File: src/rtl/pgm_stream_parser_macros.svh
// Assertion macros used by the parser's top-level RTL file.
// Each macro expects signals named clk and rst_n in the enclosing scope.
`ifndef PGM_STREAM_PARSER_MACROS_SVH
`define PGM_STREAM_PARSER_MACROS_SVH

// The consequent must hold in the same cycle as the antecedent.
`define PSP_ASSERT_SAME(label, ante, cons, msg) \
    label: assert property (@(posedge clk) disable iff (!rst_n) (ante) |-> (cons)) \
        else $error(msg);

// The consequent must hold in the cycle after the antecedent.
`define PSP_ASSERT_NEXT(label, ante, cons, msg) \
    label: assert property (@(posedge clk) disable iff (!rst_n) (ante) |=> (cons)) \
        else $error(msg);

`endif

File: src/rtl/pgm_sp_pkg.sv
package pgm_sp_pkg;

    localparam int DIM_BITS_DEFAULT = 16;
    localparam int QUEUE_DEPTH = 2;

    localparam logic [1:0] KIND_HEADER = 2'd0;
    localparam logic [1:0] KIND_PIXEL  = 2'd1;
    localparam logic [1:0] KIND_ERROR  = 2'd2;

    localparam logic [1:0] ERR_MAGIC  = 2'd0;
    localparam logic [1:0] ERR_HEADER = 2'd1;
    localparam logic [1:0] ERR_DATA   = 2'd2;

    localparam logic [7:0] CHAR_P     = 8'h50;
    localparam logic [7:0] CHAR_TWO   = 8'h32;
    localparam logic [7:0] CHAR_FIVE  = 8'h35;
    localparam logic [7:0] CHAR_HASH  = 8'h23;
    localparam logic [7:0] CHAR_ZERO  = 8'h30;
    localparam logic [7:0] CHAR_NINE  = 8'h39;
    localparam logic [7:0] CHAR_TAB   = 8'h09;
    localparam logic [7:0] CHAR_LF    = 8'h0A;
    localparam logic [7:0] CHAR_CR    = 8'h0D;
    localparam logic [7:0] CHAR_SPACE = 8'h20;

    localparam logic [16:0] SAT_LIMIT = 17'h10000;

    typedef enum logic [3:0] {
        PH_MAG0    = 4'd0,
        PH_MAG1    = 4'd1,
        PH_FIELD   = 4'd2,
        PH_COMMENT = 4'd3,
        PH_RAW     = 4'd4,
        PH_ASCII   = 4'd5
    } phase_t;

    typedef struct packed {
        logic [7:0] data_byte;
        logic       end_of_stream;
    } pgm_in_t;

    typedef struct packed {
        logic [1:0]  kind;
        logic [15:0] width;
        logic [15:0] height;
        logic [15:0] max_gray;
        logic        raw_format;
        logic        wide_pixels;
        logic [15:0] pixel;
        logic [1:0]  error_code;
        logic        last;
    } pgm_res_t;

    typedef struct packed {
        logic [7:0] data_byte;
        logic       eos;
        logic       digit;
        logic [3:0] digit_val;
        logic       blank;
        logic       hash;
        logic       newline;
        logic       is_p;
        logic       is_two;
        logic       is_five;
    } pgm_item_t;

    typedef struct packed {
        logic [1:0]  field_number;
        logic        blank_seen;
        logic        digit_seen;
        logic [16:0] acc;
        logic        header_bad;
        logic [15:0] img_w;
        logic [15:0] img_h;
        logic [15:0] img_max;
        logic        binary_mode;
        logic [15:0] col;
        logic [15:0] row;
        logic [7:0]  high_byte;
        logic        high_pending;
    } pgm_ctx_t;

    function automatic pgm_res_t err_result(input logic [1:0] code);
        pgm_res_t r;
        r = '0;
        r.kind = KIND_ERROR;
        r.error_code = code;
        r.last = 1'b1;
        return r;
    endfunction

    function automatic pgm_res_t pixel_result(input logic raw, input logic wide,
                                              input logic [15:0] value, input logic last);
        pgm_res_t r;
        r = '0;
        r.kind = KIND_PIXEL;
        r.raw_format = raw;
        r.wide_pixels = wide;
        r.pixel = value;
        r.last = last;
        return r;
    endfunction

endpackage

File: src/rtl/pgm_sp_front.sv
module pgm_sp_front
    import pgm_sp_pkg::*;
(
    input  logic      byte_valid,
    output logic      byte_ready,
    input  pgm_in_t   byte_item,
    output logic      q_push,
    input  logic      q_ready,
    output pgm_item_t q_item
);

    logic [7:0] c;

    assign c = byte_item.data_byte;
    assign byte_ready = q_ready;
    assign q_push = byte_valid && q_ready;

    always_comb
    begin
        q_item.data_byte = c;
        q_item.eos       = byte_item.end_of_stream;
        q_item.digit     = (c >= CHAR_ZERO) && (c <= CHAR_NINE);
        q_item.digit_val = c[3:0];
        q_item.blank     = (c == CHAR_TAB) || (c == CHAR_LF) || (c == CHAR_CR)
                           || (c == CHAR_SPACE);
        q_item.hash      = (c == CHAR_HASH);
        q_item.newline   = (c == CHAR_LF);
        q_item.is_p      = (c == CHAR_P);
        q_item.is_two    = (c == CHAR_TWO);
        q_item.is_five   = (c == CHAR_FIVE);
    end

endmodule

File: src/rtl/pgm_sp_queue.sv
module pgm_sp_queue
    import pgm_sp_pkg::*;
(
    input  logic      clk,
    input  logic      rst_n,
    input  logic      push,
    output logic      push_ready,
    input  pgm_item_t push_item,
    output logic      pop_valid,
    input  logic      pop,
    output pgm_item_t pop_item
);

    localparam int PtrBits = $clog2(QUEUE_DEPTH);
    localparam int CntBits = $clog2(QUEUE_DEPTH + 1);

    pgm_item_t            entry_reg [QUEUE_DEPTH];
    logic [PtrBits-1:0]   wr_ptr_reg;
    logic [PtrBits-1:0]   rd_ptr_reg;
    logic [CntBits-1:0]   count_reg;
    logic [CntBits-1:0]   count_next;

    assign push_ready = (count_reg != CntBits'(QUEUE_DEPTH));
    assign pop_valid  = (count_reg != '0);
    assign pop_item   = entry_reg[rd_ptr_reg];

    always_comb
    begin
        count_next = count_reg;
        if (push && !pop)
        begin
            count_next = count_reg + 1'b1;
        end
        else if (pop && !push)
        begin
            count_next = count_reg - 1'b1;
        end
    end

    always_ff @(posedge clk or negedge rst_n)
    begin
        if (!rst_n)
        begin
            wr_ptr_reg <= '0;
            rd_ptr_reg <= '0;
            count_reg  <= '0;
        end
        else
        begin
            count_reg <= count_next;
            if (push)
            begin
                wr_ptr_reg <= (wr_ptr_reg == PtrBits'(QUEUE_DEPTH - 1)) ? '0
                              : wr_ptr_reg + 1'b1;
            end
            if (pop)
            begin
                rd_ptr_reg <= (rd_ptr_reg == PtrBits'(QUEUE_DEPTH - 1)) ? '0
                              : rd_ptr_reg + 1'b1;
            end
        end
    end

    always_ff @(posedge clk)
    begin
        if (push)
        begin
            entry_reg[wr_ptr_reg] <= push_item;
        end
    end

endmodule

File: src/rtl/pgm_sp_back.sv
module pgm_sp_back
    import pgm_sp_pkg::*;
#(
    parameter int DIM_BITS = DIM_BITS_DEFAULT
)
(
    input  logic      clk,
    input  logic      rst_n,
    input  logic      q_valid,
    input  pgm_item_t q_item,
    output logic      q_pop,
    output logic      result_valid,
    input  logic      result_ready,
    output pgm_res_t  result_item
);

    localparam logic [16:0] DIM_LIMIT = (DIM_BITS >= 16) ? SAT_LIMIT : 17'(1 << DIM_BITS);

    phase_t   phase_reg, phase_next;
    pgm_ctx_t ctx_reg, ctx_next;
    pgm_res_t res_reg, res_next;
    logic     res_valid_reg, res_valid_next;
    pgm_res_t pend_reg, pend_next;
    logic     pend_valid_reg, pend_valid_next;

    logic        out_free;
    logic        take;
    logic [1:0]  count;
    pgm_res_t    r0, r1;
    logic [20:0] acc_x10;
    logic [16:0] acc_sat;
    logic        wide;
    logic [15:0] ascii_val;
    logic [16:0] col_inc;
    logic [16:0] row_inc;
    logic        col_wrap;
    logic        pix_last;
    logic [15:0] raw_val;

    assign out_free = !res_valid_reg || result_ready;
    assign take     = q_valid && out_free && !pend_valid_reg;
    assign q_pop    = take;

    assign acc_x10 = 21'({ctx_reg.acc, 3'b000}) + 21'({ctx_reg.acc, 1'b0})
                     + 21'(q_item.digit_val);
    assign acc_sat = (acc_x10 > 21'(SAT_LIMIT)) ? SAT_LIMIT : acc_x10[16:0];
    assign wide      = |ctx_reg.img_max[15:8];
    assign ascii_val = wide ? ctx_reg.acc[15:0] : {8'h00, ctx_reg.acc[7:0]};
    assign raw_val   = wide ? {ctx_reg.high_byte, q_item.data_byte}
                            : {8'h00, q_item.data_byte};
    assign col_inc  = {1'b0, ctx_reg.col} + 17'd1;
    assign row_inc  = {1'b0, ctx_reg.row} + 17'd1;
    assign col_wrap = (col_inc >= {1'b0, ctx_reg.img_w});
    assign pix_last = col_wrap && (row_inc >= {1'b0, ctx_reg.img_h});

    always_comb
    begin
        phase_next = phase_reg;
        ctx_next   = ctx_reg;
        count      = 2'd0;
        r0         = '0;
        r1         = '0;
        if (take)
        begin
            if (q_item.eos)
            begin
                unique case (phase_reg)
                    PH_MAG0:
                    begin
                        phase_next = PH_MAG0;
                        ctx_next   = '0;
                    end
                    PH_MAG1:
                    begin
                        r0 = err_result(ERR_MAGIC);
                        count = 2'd1;
                        phase_next = PH_MAG0;
                        ctx_next   = '0;
                    end
                    PH_FIELD, PH_COMMENT:
                    begin
                        r0 = err_result(ERR_HEADER);
                        count = 2'd1;
                        phase_next = PH_MAG0;
                        ctx_next   = '0;
                    end
                    PH_ASCII:
                    begin
                        if (ctx_reg.digit_seen)
                        begin
                            r0 = pixel_result(ctx_reg.binary_mode, wide, ascii_val, pix_last);
                            r1 = err_result(ERR_DATA);
                            count = pix_last ? 2'd1 : 2'd2;
                        end
                        else
                        begin
                            r0 = err_result(ERR_DATA);
                            count = 2'd1;
                        end
                        phase_next = PH_MAG0;
                        ctx_next   = '0;
                    end
                    default:
                    begin
                        r0 = err_result(ERR_DATA);
                        count = 2'd1;
                        phase_next = PH_MAG0;
                        ctx_next   = '0;
                    end
                endcase
            end
            else
            begin
                unique case (phase_reg)
                    PH_MAG0:
                    begin
                        ctx_next.header_bad = !q_item.is_p;
                        phase_next = PH_MAG1;
                    end
                    PH_MAG1:
                    begin
                        if (ctx_reg.header_bad || !(q_item.is_two || q_item.is_five))
                        begin
                            r0 = err_result(ERR_MAGIC);
                            count = 2'd1;
                            phase_next = PH_MAG0;
                            ctx_next   = '0;
                        end
                        else
                        begin
                            ctx_next.binary_mode  = q_item.is_five;
                            ctx_next.field_number = 2'd0;
                            ctx_next.blank_seen   = 1'b0;
                            ctx_next.digit_seen   = 1'b0;
                            ctx_next.acc          = '0;
                            phase_next = PH_FIELD;
                        end
                    end
                    PH_COMMENT:
                    begin
                        if (q_item.newline)
                        begin
                            phase_next = PH_FIELD;
                        end
                    end
                    PH_FIELD:
                    begin
                        if (!ctx_reg.digit_seen)
                        begin
                            if (q_item.blank)
                            begin
                                ctx_next.blank_seen = 1'b1;
                            end
                            else if (q_item.hash)
                            begin
                                ctx_next.blank_seen = 1'b1;
                                phase_next = PH_COMMENT;
                            end
                            else if (!q_item.digit || !ctx_reg.blank_seen)
                            begin
                                r0 = err_result(ERR_HEADER);
                                count = 2'd1;
                                phase_next = PH_MAG0;
                                ctx_next   = '0;
                            end
                            else
                            begin
                                ctx_next.digit_seen = 1'b1;
                                ctx_next.acc = 17'(q_item.digit_val);
                            end
                        end
                        else if (q_item.digit)
                        begin
                            ctx_next.acc = acc_sat;
                        end
                        else if (ctx_reg.field_number != 2'd2)
                        begin
                            if ((ctx_reg.acc >= DIM_LIMIT) || (!q_item.blank && !q_item.hash))
                            begin
                                r0 = err_result(ERR_HEADER);
                                count = 2'd1;
                                phase_next = PH_MAG0;
                                ctx_next   = '0;
                            end
                            else
                            begin
                                if (ctx_reg.field_number == 2'd0)
                                begin
                                    ctx_next.img_w = ctx_reg.acc[15:0];
                                end
                                else
                                begin
                                    ctx_next.img_h = ctx_reg.acc[15:0];
                                end
                                ctx_next.field_number = ctx_reg.field_number + 2'd1;
                                ctx_next.digit_seen = 1'b0;
                                ctx_next.blank_seen = 1'b1;
                                ctx_next.acc = '0;
                                if (q_item.hash)
                                begin
                                    phase_next = PH_COMMENT;
                                end
                            end
                        end
                        else if (!q_item.blank || (ctx_reg.acc == '0) || ctx_reg.acc[16])
                        begin
                            r0 = err_result(ERR_HEADER);
                            count = 2'd1;
                            phase_next = PH_MAG0;
                            ctx_next   = '0;
                        end
                        else
                        begin
                            r0 = '0;
                            r0.kind        = KIND_HEADER;
                            r0.width       = ctx_reg.img_w;
                            r0.height      = ctx_reg.img_h;
                            r0.max_gray    = ctx_reg.acc[15:0];
                            r0.raw_format  = ctx_reg.binary_mode;
                            r0.wide_pixels = |ctx_reg.acc[15:8];
                            r0.last        = (ctx_reg.img_w == '0) || (ctx_reg.img_h == '0);
                            count = 2'd1;
                            ctx_next.img_max      = ctx_reg.acc[15:0];
                            ctx_next.acc          = '0;
                            ctx_next.digit_seen   = 1'b0;
                            ctx_next.blank_seen   = 1'b0;
                            ctx_next.col          = '0;
                            ctx_next.row          = '0;
                            ctx_next.high_pending = 1'b0;
                            if (r0.last)
                            begin
                                phase_next = PH_MAG0;
                                ctx_next   = '0;
                            end
                            else
                            begin
                                phase_next = ctx_reg.binary_mode ? PH_RAW : PH_ASCII;
                            end
                        end
                    end
                    PH_RAW:
                    begin
                        if (wide && !ctx_reg.high_pending)
                        begin
                            ctx_next.high_byte    = q_item.data_byte;
                            ctx_next.high_pending = 1'b1;
                        end
                        else
                        begin
                            r0 = pixel_result(ctx_reg.binary_mode, wide, raw_val, pix_last);
                            count = 2'd1;
                            ctx_next.high_pending = 1'b0;
                            ctx_next.col = col_wrap ? '0 : col_inc[15:0];
                            ctx_next.row = col_wrap ? row_inc[15:0] : ctx_reg.row;
                            if (pix_last)
                            begin
                                phase_next = PH_MAG0;
                                ctx_next   = '0;
                            end
                        end
                    end
                    PH_ASCII:
                    begin
                        if (q_item.digit)
                        begin
                            ctx_next.digit_seen = 1'b1;
                            ctx_next.acc = {1'b0, acc_x10[15:0]};
                        end
                        else if (!ctx_reg.digit_seen)
                        begin
                            if (!q_item.blank)
                            begin
                                r0 = err_result(ERR_DATA);
                                count = 2'd1;
                                phase_next = PH_MAG0;
                                ctx_next   = '0;
                            end
                        end
                        else
                        begin
                            r0 = pixel_result(ctx_reg.binary_mode, wide, ascii_val, pix_last);
                            r1 = err_result(ERR_DATA);
                            ctx_next.digit_seen = 1'b0;
                            ctx_next.acc = '0;
                            ctx_next.col = col_wrap ? '0 : col_inc[15:0];
                            ctx_next.row = col_wrap ? row_inc[15:0] : ctx_reg.row;
                            if (pix_last)
                            begin
                                count = 2'd1;
                                phase_next = PH_MAG0;
                                ctx_next   = '0;
                            end
                            else if (q_item.blank)
                            begin
                                count = 2'd1;
                            end
                            else
                            begin
                                count = 2'd2;
                                phase_next = PH_MAG0;
                                ctx_next   = '0;
                            end
                        end
                    end
                    default:
                    begin
                        phase_next = PH_MAG0;
                        ctx_next   = '0;
                    end
                endcase
            end
        end
    end

    always_comb
    begin
        res_next        = res_reg;
        res_valid_next  = res_valid_reg;
        pend_next       = pend_reg;
        pend_valid_next = pend_valid_reg;
        if (pend_valid_reg)
        begin
            if (out_free)
            begin
                res_next        = pend_reg;
                res_valid_next  = 1'b1;
                pend_valid_next = 1'b0;
            end
        end
        else if (take)
        begin
            res_next        = r0;
            res_valid_next  = (count != 2'd0);
            pend_next       = r1;
            pend_valid_next = (count == 2'd2);
        end
        else if (result_ready)
        begin
            res_valid_next = 1'b0;
        end
    end

    always_ff @(posedge clk or negedge rst_n)
    begin
        if (!rst_n)
        begin
            phase_reg      <= PH_MAG0;
            ctx_reg        <= '0;
            res_valid_reg  <= 1'b0;
            pend_valid_reg <= 1'b0;
        end
        else
        begin
            phase_reg      <= phase_next;
            ctx_reg        <= ctx_next;
            res_valid_reg  <= res_valid_next;
            pend_valid_reg <= pend_valid_next;
        end
    end

    always_ff @(posedge clk)
    begin
        res_reg  <= res_next;
        pend_reg <= pend_next;
    end

    assign result_valid = res_valid_reg;
    assign result_item  = res_reg;

endmodule

File: src/rtl/pgm_stream_parser.sv
// A byte transfer is written into the queue; the back end pops it and registers its result.
// Throughput: one byte per cycle while result_ready keeps the output free; a byte that yields
// two results holds the back end until both transfers leave the single output register.
// A two-entry queue separates byte classification from the parser state machine.
// Reset (rst_n, asynchronous, active low) empties the queue and returns the parser to the magic.
module pgm_stream_parser
    import pgm_sp_pkg::*;
#(
    parameter int DIM_BITS = DIM_BITS_DEFAULT
)
(
    input  logic     clk,
    input  logic     rst_n,
    input  logic     byte_valid,
    output logic     byte_ready,
    input  pgm_in_t  byte_item,
    output logic     result_valid,
    input  logic     result_ready,
    output pgm_res_t result_item
);

`include "pgm_stream_parser_macros.svh"

    logic      q_push;
    logic      q_ready;
    pgm_item_t q_in;
    logic      q_valid;
    logic      q_pop;
    pgm_item_t q_out;

    pgm_sp_front u_front (
        .byte_valid (byte_valid),
        .byte_ready (byte_ready),
        .byte_item  (byte_item),
        .q_push     (q_push),
        .q_ready    (q_ready),
        .q_item     (q_in)
    );

    pgm_sp_queue u_queue (
        .clk        (clk),
        .rst_n      (rst_n),
        .push       (q_push),
        .push_ready (q_ready),
        .push_item  (q_in),
        .pop_valid  (q_valid),
        .pop        (q_pop),
        .pop_item   (q_out)
    );

    pgm_sp_back #(
        .DIM_BITS (DIM_BITS)
    ) u_back (
        .clk          (clk),
        .rst_n        (rst_n),
        .q_valid      (q_valid),
        .q_item       (q_out),
        .q_pop        (q_pop),
        .result_valid (result_valid),
        .result_ready (result_ready),
        .result_item  (result_item)
    );

    `PSP_ASSERT_SAME(a_pop_needs_item, q_pop, q_valid, "pop from an empty queue")
    `PSP_ASSERT_SAME(a_error_is_last, result_valid && (result_item.kind == KIND_ERROR),
        result_item.last, "error result without last")
    `PSP_ASSERT_SAME(a_pixel_no_header, result_valid && (result_item.kind == KIND_PIXEL),
        (result_item.width == '0) && (result_item.height == '0)
        && (result_item.max_gray == '0) && (result_item.error_code == '0),
        "pixel result carries header or error fields")
    `PSP_ASSERT_NEXT(a_stall_holds, result_valid && !result_ready, result_valid,
        "result dropped while stalled")

endmodule
File: config.mk
export PLATFORM = sky130hd
export DESIGN_NAME = pgm_stream_parser
export DESIGN_NICKNAME = d
export VERILOG_FILES = /design/src/rtl/pgm_sp_pkg.sv /design/src/rtl/pgm_sp_front.sv /design/src/rtl/pgm_sp_queue.sv /design/src/rtl/pgm_sp_back.sv /design/src/rtl/pgm_stream_parser.sv
export VERILOG_INCLUDE_DIRS = /design/src /design/src/rtl
export SDC_FILE = /design/constraint.sdc
export NUM_CORES = 1
export LEC_CHECK = 0
export BUFFER_PORTS_ARGS = -buffer_cell sky130_fd_sc_hd__buf_2
export CORE_MARGIN = 3
export CORE_UTILIZATION = 65
export DETAILED_ROUTE_END_ITERATION = 16
export PLACE_DENSITY = 0.87
export SYNTH_ARGS = -nofsm -noshare
export SYNTH_HDL_FRONTEND = slang
export SYNTH_HIERARCHICAL = 1
export SYNTH_SLANG_ARGS = --single-unit
File: constraint.sdc
create_clock -name clk -period 6.6 [get_ports clk]
set_clock_uncertainty 0.15 [all_clocks]
set_input_delay 0.66 -clock clk [delete_from_list [all_inputs] [get_ports clk]]
set_output_delay 0.66 -clock clk [all_outputs]
set_load 0.01 [all_outputs]
* Word-level counts from Yosys, hierarchy flattened
Memory sizes are Yosys's and may differ from the RTL's.
Cells that the tools add are included.
Widths: inputs -> output; s select.
** Cells by class
- $add $sub $neg :: 9
- Order comparisons :: 6
- Equal/unequal tests :: 39
- Multiplexer cells :: 123
- Bitwise operators :: 1
- Reduce and logical (&&, ||, !) cells :: 61
** Operators by type and width (number)
- $mux 71 :: 22
- $mux 112 :: 10
- $pmux 71 s4 :: 2
- $pmux 90 s5 :: 1
- $mux 91 :: 3
- $mux 109 :: 2
- $mux 103 :: 1
- $mux 16 :: 6
- $pmux 21 s4 :: 1
- $mux 4 :: 19
- $mux 70 :: 1
- $mux 58 :: 1
- $mux 49 :: 1
- $reduce_and 14->1 :: 3
- $mux 41 :: 1
- $reduce_and 13->1 :: 3
- $mux 18 :: 2
- $add 16x1->17 const B :: 2
- $ge 17x16->1 :: 2
- $mux 17 :: 2
- $mux 2 :: 17
- $eq 8x6->1 const B :: 4
- $logic_not 16->1 :: 2
- $mux 32 :: 1
- 52 further kinds :: 130
** Word-level totals
- Flip-flop bits (word level) :: 264
- Bits in writable memories :: 40
- Output and inout port bits :: 73
- Word-level logic and storage cells :: 277
- Memories kept :: 1
** Memory list
- u_queue.entry_reg :: words 2, width 20, read ports 1, clocked after Yosys merged registers in 0, wr ports 1, line pgm_sp_queue.sv:17 : pgm_item_t entry_reg [QUEUE_DEPTH];

* Longest topological paths before layout
Gate-level depths: netlist of the first run.
An unclocked memory read counts as a cell.
- Depth after elaboration :: 14
- Gate-level depth with buffers :: 21
- Gate-level depth less buffers :: 18

* By module
The synthesis of the first run kept the hierarchy.
** By module, submodules not included
- pgm_sp_back :: times used 1, cells an instance 1101, area each 10986.8 µm²
- pgm_sp_queue :: times used 1, cells an instance 78, area each 1709.1 µm²
- pgm_sp_front :: times used 1, cells an instance 37, area each 265.3 µm²

* Least setup slack after synthesis of the first run
Ideal clock, no wire load.
- Path kind :: register -> register
- Start point :: register u_back/ctx_reg[9] in the netlist's numbering
- End point :: register u_back/ctx_reg[63] in the netlist's numbering
- Arrival time :: 3855 ps
- Required time :: 6325 ps
- Setup slack :: 2470 ps
- Stages on the path, launching flop included :: 21
- Path buffers :: 3
- Period minus slack after synthesis :: 4130 ps
- Cells stage by stage :: dfrtp_1 -> ha_1 -> nand3_1 -> nor2_1 -> nand3_1 -> nor2_1 -> nand3_1 -> xnor2_1 -> ha_1 -> a211oi_1 -> nor3b_1 -> a2111o_1 -> nand2_1 -> a32oi_2 -> buf_6 -> o21bai_4 -> nor3_4 -> and3_1 -> buf_6 -> buf_12 -> mux2_4
** On the way
- Longest elaborated chain between the ends :: 8
- Elaborated cells on any way between the ends :: 11
** RTL lines
- start: declaration :: line pgm_sp_back.sv:20 : pgm_ctx_t ctx_reg, ctx_next;
- start signal: assignment :: line pgm_sp_back.sv:355 : ctx_reg <= ctx_next;
- $add 16x1->17 (*) :: line pgm_sp_back.sv:52 : assign row_inc = {1'b0, ctx_reg.row} + 17'd1;
- $ge 17x16->1 (*) :: line pgm_sp_back.sv:54 : assign pix_last = col_wrap && (row_inc >= {1'b0, ctx_reg.img_h});
- $logic_and 1x1->1 (*) :: line pgm_sp_back.sv:54
- $mux 112 :: line pgm_sp_back.sv:287 : if (pix_last)
- $mux 112 :: line pgm_sp_back.sv:269 : else if (!ctx_reg.digit_seen)
- $mux 91 :: line pgm_sp_back.sv:264 : if (q_item.digit)
- $pmux 90 s5 :: line pgm_sp_back.sv:114 : unique case (phase_reg)
- $mux 112 :: line pgm_sp_back.sv:65 : if (q_item.eos)
Mark *: on every way between the ends. The rest lies on a longest branch, timed or not. The select of a mux whose other input is x is not followed.
A chain may end at the register's enable or synchronous reset.

* Final worst setup path of the first run
- Start point :: register u_back/ctx_reg[25] in the netlist's numbering
- End point :: register u_back/ctx_reg[73] in the netlist's numbering
** On the way
- Longest elaborated chain between the ends :: 8
- Elaborated cells on any way between the ends :: 11
** RTL lines
- $add 16x1->17 (*) :: line pgm_sp_back.sv:51 : assign col_inc = {1'b0, ctx_reg.col} + 17'd1;
- $ge 17x16->1 (*) :: line pgm_sp_back.sv:53 : assign col_wrap = (col_inc >= {1'b0, ctx_reg.img_w});
- $logic_and 1x1->1 (*) :: line pgm_sp_back.sv:54
- $mux 112 :: line pgm_sp_back.sv:287
- $mux 112 :: line pgm_sp_back.sv:269
- $mux 91 :: line pgm_sp_back.sv:264
- $pmux 90 s5 :: line pgm_sp_back.sv:114
- $mux 112 :: line pgm_sp_back.sv:65
Marked as above.

==> metrics.txt, run 1 <==
status=finished with violations; violated checks=negative hold slack; multiplexer area fraction after synthesis=7.05%; max FFs per register=104; Final Max Tran Viols=0; CTS tree=yes; CP arrival=5.65 ns; vias in the first global route=9676; fillcell total=1389; Core Footprint=19500 sq um; met3 global-route usage=3.82%; Reg-to-Reg End=u_back/ctx_reg[73]$_DFFE_PN0P_; Reg clk slew, reported paths=0.06 ns; post-synth top area share=25.9%; share of post-route cells with drive strength above 1=17.2%; die area=21700 sq um; Clock Tree Root=clkbuf_16; cell taking the most area after synthesis=edfxtp_1; gr usage total=29.0%; Fin Hold WS=-0.0154 ns; TritonCTS Buffers=25; Least-Margin Pin Slew=1.16 ns; Period Utilization, post-route=81.7%; Clock power frac=27.7%; Final Setup Violations=0; H-tree depth=1; max_cap viols=0; setup ws final=1.21 ns; sequential share of power=39.7%; Hold Crit Class=input port to async pin; Core Rows=51; placed cells=1510; post-synthesis compound-gate area fraction=11.0%; post-synthesis adder-cell area fraction=7.07%; CP peak stage delay=0.80 ns; ys async rst share=50.4%; global routing usage on met2=48.7%; sequential-to-total area share from yosys stat=48.0%; drt via density=6.29; initial drt markers=1158; largest family of logic cells by synthesized area=simple AND/OR/NAND/NOR gates; synth-to-layout area growth=10.2%; RSZ-0062 raised after global routing=false; die height=147 um; largest net degree at the start of global routing=72; Vias=9782; Post-CTS Setup Inserts=0; cell leakage power=6.28 nW; DRC=0; post-synthesis cell count=1216; NetSw=1.72 mW; cts hold-fix bufs=0; total power=5.00 mW; FF-to-FF Start=u_back/ctx_reg[25]$_DFFE_PN0P_; initial antenna violation count=0; clock sinks=226; Crit path required time=6.86 ns; global-route wire length before repair=50700 um; fin cells=1556; Detail Route Antenna Nets=0; DP HPWL=21700 um; power per standard cell area=350 nW/um^2; Avg Cell Area, Syn=10.7 sq um; fin crit period=5.39 ns; Sw Share=34.4%; grt met1 use=39.0%; critical path class=register to register; Final Instance Area=14300 sq um; Placed Area=13500 sq um; CTS Buffer Depth=3; FF-to-FF path depth=16; dominant synthesized flop cell=dfrtp_1; Syn Nets=1301; Worst-Skew Late Latency=0.53 ns; Yosys reg bits=226; DR WL/cell=20.2 um; I/O Buffers=85; Netlist cell types=81; Synth area leaders=edfxtp_1 (26%), dfrtp_1 (22%), ha_1 (6.8%); grt ovf=0; I/O Pins=86; Int Pwr=3.28 mW; GRT busiest layer=met2; Inserted Diodes=0; nets=1357; Starting Density=66.4%; post-cts repair resize count=0; CP Cell Sequence=and3_1 > nand3_1 > nor2_1 > nand2_1 > nor2_1 > nand3_1 > xnor2_1 > ha_1 > nand4_1 > a211oi_1 > a21oi_1 > a32oi_2 > nand2_1 > nand2b_1 > and3_1 > mux2_2; Yosys warnings=6; final wirelength=31400 um; Die X=147 um; Final Hold Viols=5; Post-synth EDFFs=112; CP Launch Type=register; Peak VDD IR=0.254 mV; normalized max-slew margin=22.3%; Critical Path End Type=register; Simple-Gate Fraction of Synth Area=18.2%; routability cong.=1.00; flop-to-flop setup slack=1.21 ns; Post-Syn Area=13000 sq um; Pre-Repair DR Iteration Count=6; Crit Path Max Fanout=16; xor-xnor portion of the synthesized cell area=3.85%; CP max stage cell=and3_1; fmax=185 MHz; setup TNS=0 ns; Setup WS pre-CTS=1.34 ns; Comb power frac=32.6%
-- cells in the final DEF, fill, tap and decap left out, drive strengths merged, types with 38 or more instances in the layout --
master,instances
a21oi,48
and2,38
buf,98
dfrtp,114
edfxtp,112
ha,70
inv,72
mux2,59
nand2,85
nand3,40
nor2,80
nor4,49
o21ai,74
-- power groups by stage --
stage	combinational [mW]	clock, mW	sequential [mW]
6_report	1.63	1.38	1.98
5_1_grt	1.76	1.47	2.01
4_1_cts	1.62	1.40	1.99
3_5_place_dp	1.61	0	2.01
3_3_place_gp	1.59	0	2.00
2_1_floorplan	1.08	0	2.10
-- cell type report --
| class | count | area, sq um | share of cell area (%) |
|---|---|---|---|
| clock buffers | 35 | 718 | 5.03 |
| clock inverters | 11 | 113 | 0.788 |
| inverters | 71 | 267 | 1.87 |
| multi-input cells | 850 | 6110 | 42.8 |
| flip-flops and latches | 226 | 6220 | 43.5 |
| well taps | 265 | 332 | 2.32 |
| repair buffers | 98 | 526 | 3.68 |
-- cell families after synthesis --
kind of cell | after synthesis
AOI/OAI and AO/OA | 216
xor gates and xnor gates | 57
adders and majority gates | 72
buffers and inverters | 140
DFF | 226
muxes | 73
and+or+nand+nor | 432
-- cell usage after synthesis, types with 10 or more instances --
master / number
dfrtp_1: 114
edfxtp_1: 112
nand2_1: 85
nor2_1: 80
inv_1: 71
ha_1: 70
o21ai_0: 62
nor4_1: 48
a21oi_1: 46
nand3_1: 39
and2_1: 38
clkbuf_1: 37
mux2_2: 30
xnor2_1: 30
mux2_4: 29
nor3_1: 28
xor2_1: 27
nand4_1: 19
nand2b_1: 17
a22o_1: 15
buf_4: 15
and3_1: 14
mux2i_1: 14
o21ai_1: 12
a21o_1: 11
buf_2: 10
or3_1: 10
-- worst max-delay path by stage --
stage | slack, ns | startpoint | end | cells past startpoint
2_1_floorplan | 2.47 | u_back/ctx_reg[9]$_DFFE_PN0P_ | u_back/ctx_reg[63]$_DFFE_PN0P_ | 20
3_3_place_gp | 1.53 | u_back/ctx_reg[25]$_DFFE_PN0P_ | u_back/ctx_reg[62]$_DFFE_PN0P_ | 16
3_5_place_dp | 1.34 | u_back/ctx_reg[25]$_DFFE_PN0P_ | u_back/ctx_reg[62]$_DFFE_PN0P_ | 16
4_1_cts | 1.31 | u_back/ctx_reg[25]$_DFFE_PN0P_ | u_back/ctx_reg[61]$_DFFE_PN0P_ | 16
5_1_grt | 0.80 | u_back/ctx_reg[25]$_DFFE_PN0P_ | u_back/ctx_reg[102]$_DFFE_PN0P_ | 17
6_report | 1.21 | u_back/ctx_reg[25]$_DFFE_PN0P_ | u_back/ctx_reg[73]$_DFFE_PN0P_ | 16
-- worst max-delay path: cells and delay by family, from the launching register on --
| family | cells | cell delay, ns |
|---|---|---|
| compound gates | 3 | 1.22 |
| simple gates | 10 | 2.58 |
| fa+ha+maj | 1 | 0.31 |
| xor+xnor | 1 | 0.16 |
| flops | 1 | 0.43 |
| mux | 1 | 0.41 |
-- stage by stage --
stage / hold slack (ns) / util, %
3_3_place_gp: 0.322 / 68.9
6_report: -0.0154 / 73.2
5_1_grt: 0.0323 / 73.2
3_5_place_dp: 0.350 / 68.9
2_1_floorplan: 0.214 / -
4_1_cts: 0.00281 / 73.2
-- layer usage --
| metal | vias up | routed length, um |
|---|---|---|
| met5 | - | 0 |
| met2 | 414 | 15300 |
| met1 | 4725 | 12800 |
| met4 | 0 | 1210 |
| li1 | 4551 | - |
| met3 | 92 | 2080 |
Note: power is estimated with default switching activity, not from simulation.
==> run 2, diff against run 1 <==
CORE_UTILIZATION = 62   (was 65)
PLACE_DENSITY = 0.83   (was 0.87)
clock period = 5.09 ns   (was 6.6 ns; I/O delays follow)
==> run 2 against run 1 <==
The flow now finishes without violations. Maximum frequency rose by 15%. Non-clock buffer count is 10 higher. Global-route usage shrank 0.75 points. Cell count increased by 0.64%. Combinational power grew 31%. Hold slack improved by 0.051 ns. Power is 29% higher. First-iteration DRC count is 28% lower. Via count rose by 0.14%. Critical path type unchanged.
==> metrics.txt, run 2 (same netlist as run 1, synthesis figures left out) <==
initial antenna violation count=0; grt met1 use=37.7%; CP arrival=4.94 ns; synth-to-layout area growth=10.4%; fillcell total=1502; routability cong.=0.982; most frequent cells in the layout=dfrtp_1 (114), edfxtp_1 (112), nand2_1 (85); Core Rows=52; TritonCTS Buffers=23; global routing usage on met2=47.1%; drt via density=6.26; Hold EP=u_queue/entry_reg[1][11]$_DFFE_PP_; nets=1365; die height=151 um; Least-Margin Pin Slew=1.24 ns; Detail Route Antenna Nets=0; Reg-to-Reg End=u_back/ctx_reg[73]$_DFFE_PN0P_; CP max stage cell=dfrtp_1; Peak VDD IR=0.382 mV; crit-path leading delay family=simple AND/OR/NAND/NOR gates; Critical Path End Type=register; Final Max Tran Viols=0; storage element area=6220 sq um; Crit path required time=5.33 ns; GRT busiest layer=met2; Final Hold Viols=0; fin crit period=4.70 ns; Crit Path Max Fanout=16; initial drt markers=829; I/O Buffers=85; Worst Min Path Start=byte_item[0]; FF-to-FF Start=u_back/ctx_reg[25]$_DFFE_PN0P_; final wirelength=31800 um; max_cap viols=0; max FFs per register=104; die area=22700 sq um; Period Utilization, post-route=92.3%; largest net degree at the start of global routing=72; gr usage total=28.3%; H-tree depth=1; critical path class=register to register; Fin Hold WS=0.0351 ns; global-route wire length before repair=51100 um; depth of the worst hold-timing path=1; I/O Pins=86; CTS tree=yes; Clock Tree Root=clkbuf_16; Worst Setup SP=u_back/ctx_reg[25]$_DFFE_PN0P_; CP Cell Sequence=and3_1 > nand3_1 > nor2_1 > nand2_1 > nor2_1 > nand3_1 > xnor2_1 > ha_1 > nand4_1 > a211oi_1 > a21oi_1 > buf_4 > a32oi_2 > nand2_1 > nand2b_1 > and3_1 > buf_4 > mux2_2; CP Launch Type=register; Starting Density=63.6%; Buf+Inv Stages, Crit Path=2; Pre-Repair DR Iteration Count=7; fmax=213 MHz; normalized max-slew margin=16.6%; DRC=0; cell leakage power=6.30 nW; Multi-input gate area=6110 sq um; flop-to-flop setup slack=0.39 ns; FF-to-FF path depth=18; Core Footprint=20400 sq um; Worst-Skew Late Latency=0.51 ns; Reg clk slew, reported paths=0.06 ns; Inserted Diodes=0; DP HPWL=22100 um; Die X=151 um; grt ovf=0; DR WL/cell=20.3 um; Vias=9796; status=complete, no violations; CP peak stage delay=0.44 ns; clock sinks=226; Hold Crit Class=input port to register; power per standard cell area=449 nW/um^2; met3 global-route usage=3.49%; RSZ-0062 raised after global routing=false; CTS Buffer Depth=3; share of post-route cells with drive strength above 1=17.6%; leading cell type in the layout, fill and taps excluded=dfrtp_1; Final Setup Violations=0; setup TNS=0 ns; vias in the first global route=9666
==> run 2: changes by cell type in the layout (fill, tap and decap cells not counted) <==
cell,before,now
buf_4,14,23
clkbuf_16,26,24
clkbuf_8,3,5
clkinv_1,2,0
clkbuf_4,1,0
clkinv_4,1,0
dlygate4sd3_1,0,1
inv_6,1,0
==> run 2: report_power, final <==
part | switching (mW) | leakage (nW) | internal (mW)
combinational | 1.37 | 3.19 | 0.776
sequential | 0.155 | 2.72 | 2.41
clock | 0.680 | 0.382 | 1.03
==> run 2: how the worst max path moves through the flow <==
stage          slack, ns                        endpoint  cells after the start
6_report            0.39  u_back/ctx_reg[73]$_DFFE_PN0P_                     18
5_1_grt             0.11  u_back/ctx_reg[62]$_DFFE_PN0P_                     19
4_1_cts             0.47  u_back/ctx_reg[73]$_DFFE_PN0P_                     18
3_5_place_dp        0.54  u_back/ctx_reg[61]$_DFFE_PN0P_                     18
3_3_place_gp        0.74  u_back/ctx_reg[62]$_DFFE_PN0P_                     19
2_1_floorplan       0.96  u_back/ctx_reg[63]$_DFFE_PN0P_                     20
==> run 2: metal layers <==
layer  up-vias  routed length (um)  share of wire, %
li1       4560                   -                 -
met1      4702               13000                41
met2       431               15300                48
met3       103                2060               6.5
met4         0                1470               4.6
met5         -                   0                 0
==> run 2: timing repair <==
item | in CTS | in global routing
hold buffers | 1 | 0
resized for setup | 0 | 0
setup buffers | 0 | 0
hold endpoints to repair | 64 | 0
==> run 2: cell type report <==
| class | instances | share of cell area (%) |
|---|---|---|
| clock buffers | 34 | 4.81 |
| clock inverters | 7 | 0.612 |
| inverters | 71 | 1.86 |
| multi-input cells | 850 | 42.7 |
| flip-flops and latches | 226 | 43.4 |
| well taps | 270 | 2.36 |
| repair buffers | 108 | 4.21 |
==> run 2: per-stage QoR <==
stage                     setup WS, ns  power (mW)  cell area, sq um  utilization, %  cells
final                            0.393        6.42             14300            70.3   1566
after global placement           0.735        4.70             13500            66.4   1524
after floorplan                  0.960        4.13             13000               -   1216
after global routing             0.110        6.74             14300            70.3   1566
after CTS                        0.471        6.46             14300            70.3   1566
after detailed placement         0.539        4.73             13500            66.4   1524
==> run 3, diff against run 2 <==
CORE_UTILIZATION = 63   (was 62)
CTS_BUF_LIST = sky130_fd_sc_hd__clkbuf_4   (was default)
PLACE_DENSITY = 0.84   (was 0.83)
==> run 3 against run 2 <==
Global-route usage grew 0.45 points. Setup slack lost 0.10 ns. Die area shrank 1.5%. Clock power shrank 8%. Flip-flop and latch count is the same. Hold slack gained 0.0052 ns. Clock-buffer cell count grew 54. Critical path type unchanged. Largest cell class unchanged. Largest power group unchanged. Highest routed layer unchanged.
==> metrics.txt, run 3 (same netlist as run 1, synthesis figures left out) <==
CTS tree=yes; H-tree depth=2; DRC=0; Crit path required time=5.50 ns; routability cong.=0.949; gr usage total=28.7%; Crit Path Max Fanout=16; Die X=149 um; DR WL/cell=19.5 um; grt ovf=0; Final Setup Violations=0; DP HPWL=21900 um; Worst-Skew Late Latency=0.68 ns; final wirelength=31800 um; Critical Path End Type=register; nets=1407; normalized max-slew margin=27.3%; fmax=208 MHz; Starting Density=65.3%; Peak VDD IR=0.329 mV; CP Launch Type=register; Hold Crit Class=input port to register; Reg clk slew, reported paths=0.07 ns; Vias=10.1k; fin crit period=4.80 ns; largest net degree at the start of global routing=72; setup TNS=0 ns; status=complete, no violations; I/O Pins=86; synth-to-layout area growth=10.8%; Clock Tree Root=clkbuf_4; die height=149 um; I/O Buffers=85; Core Rows=51; CP arrival=5.21 ns; RSZ-0062 raised after global routing=false; Final Hold Viols=0; Final Max Tran Viols=0; power per standard cell area=437 nW/um^2; global-route wire length before repair=50800 um; clock sinks=226; Inserted Diodes=0; initial antenna violation count=0; Pre-Repair DR Iteration Count=6; fillcell total=1409; Least-Margin Pin Slew=1.08 ns; TritonCTS Buffers=57; critical path class=register to register; Post-CTS Setup Inserts=0; most frequent cells in the layout=dfrtp_1 (114), edfxtp_1 (112), clkbuf_4 (88); initial drt markers=900; Detail Route Antenna Nets=0; share of post-route cells with drive strength above 1=20.8%; die area=22300 sq um; max FFs per register=104; max_cap viols=0; Period Utilization, post-route=94.3%; Core Footprint=19800 sq um; leading cell type in the layout, fill and taps excluded=dfrtp_1; cell leakage power=6.41 nW; Final Core Density=72.4%; drt via density=6.19; CTS Buffer Depth=3; vias in the first global route=9810
run 3: cell types whose count changed in the layout (fill, tap and decap cells not counted), moves of 5 or more:
cell           change
clkbuf_8           -5
dlygate4sd3_1      +8
clkinv_1          +12
clkbuf_16         -24
clkbuf_1           -5
clkbuf_4          +88
run 3: metrics by stage:
stage | hold WS (ns) | cell area, sq um | setup WS, ns | power (mW) | instances
4_1_cts | 0.00316 | 14400 | 0.425 | 6.32 | 1633
5_1_grt | 0.0199 | 14400 | 0.0217 | 6.63 | 1633
6_report | 0.0404 | 14400 | 0.290 | 6.28 | 1633
2_1_floorplan | 0.0634 | 13000 | 0.960 | 4.13 | 1216
3_3_place_gp | 0.319 | 13500 | 0.710 | 4.70 | 1519
3_5_place_dp | 0.325 | 13500 | 0.445 | 4.73 | 1519
run 3: metal layers:
layer,wire length (um),share of wire (%),vias to the layer above,GRT usage (%)
li1,-,-,4694,-
met1,12600,40,4813,37.2
met2,15500,49,500,47.7
met3,2370,7.5,109,5.09
met4,1280,4.0,0,12.7
met5,0,0,-,0
run 3: what timing repair did:
item | 4_1_cts | 5_1_grt
hold buffers | 9 | 0
gates resized for setup | 0 | 0
endpoints found under the hold margin | 83 | 0
run 3: layout make-up:
| class | instances | area [sq um] | area share, % |
|---|---|---|---|
| clock buffer | 88 | 661 | 4.60 |
| clock inverter | 17 | 95.1 | 0.662 |
| inverter | 71 | 267 | 1.86 |
| multi-input combinational | 850 | 6110 | 42.6 |
| sequential | 226 | 6220 | 43.3 |
| tap | 265 | 332 | 2.31 |
| timing repair buffer | 116 | 683 | 4.76 |
run 3: power by group:
group	switching (mW)	leakage (nW)	internal [mW]
clock	0.735	0.453	0.837
combinational	1.37	3.23	0.781
sequential	0.152	2.72	2.41
total	2.26	6.41	4.03
run 3: worst paths after layout:
kind / startpoint / end / slack [ns] / cells past startpoint
worst max-delay path: u_back/ctx_reg[25]$_DFFE_PN0P_ / u_back/ctx_reg[58]$_DFFE_PN0P_ / 0.29 / 18
worst min-delay path: byte_item[2] / u_queue/entry_reg[0][13]$_DFFE_PP_ / 0.04 / 1
worst max register to register: u_back/ctx_reg[25]$_DFFE_PN0P_ / u_back/ctx_reg[58]$_DFFE_PN0P_ / 0.29 / 18
worst min register to register: u_queue/wr_ptr_reg$_DFFE_PN0P_ / u_queue/wr_ptr_reg$_DFFE_PN0P_ / 0.34 / 1
max in group asynchronous: rst_n / u_back/ctx_reg[51]$_DFFE_PN0P_ / 3.23 / 3
min in group asynchronous: rst_n / u_back/ctx_reg[36]$_DFFE_PN0P_ / 0.34 / 2
run 3: critical path, stage by stage, from the launching register on:
cell and delay [ns]:
dfrtp_1 0.44, and3_1 0.19, nand3_1 0.15, nor2_1 0.32, nand2_1 0.15, nor2_1 0.28, nand3_1 0.18, xnor2_1 0.17
ha_1 0.32, nand4_1 0.11, a211oi_1 0.26, a21oi_1 0.11, buf_4 0.20, a32oi_2 0.35, nand2_1 0.14, nand2b_1 0.31
and3_1 0.21, buf_4 0.27, mux2_2 0.38
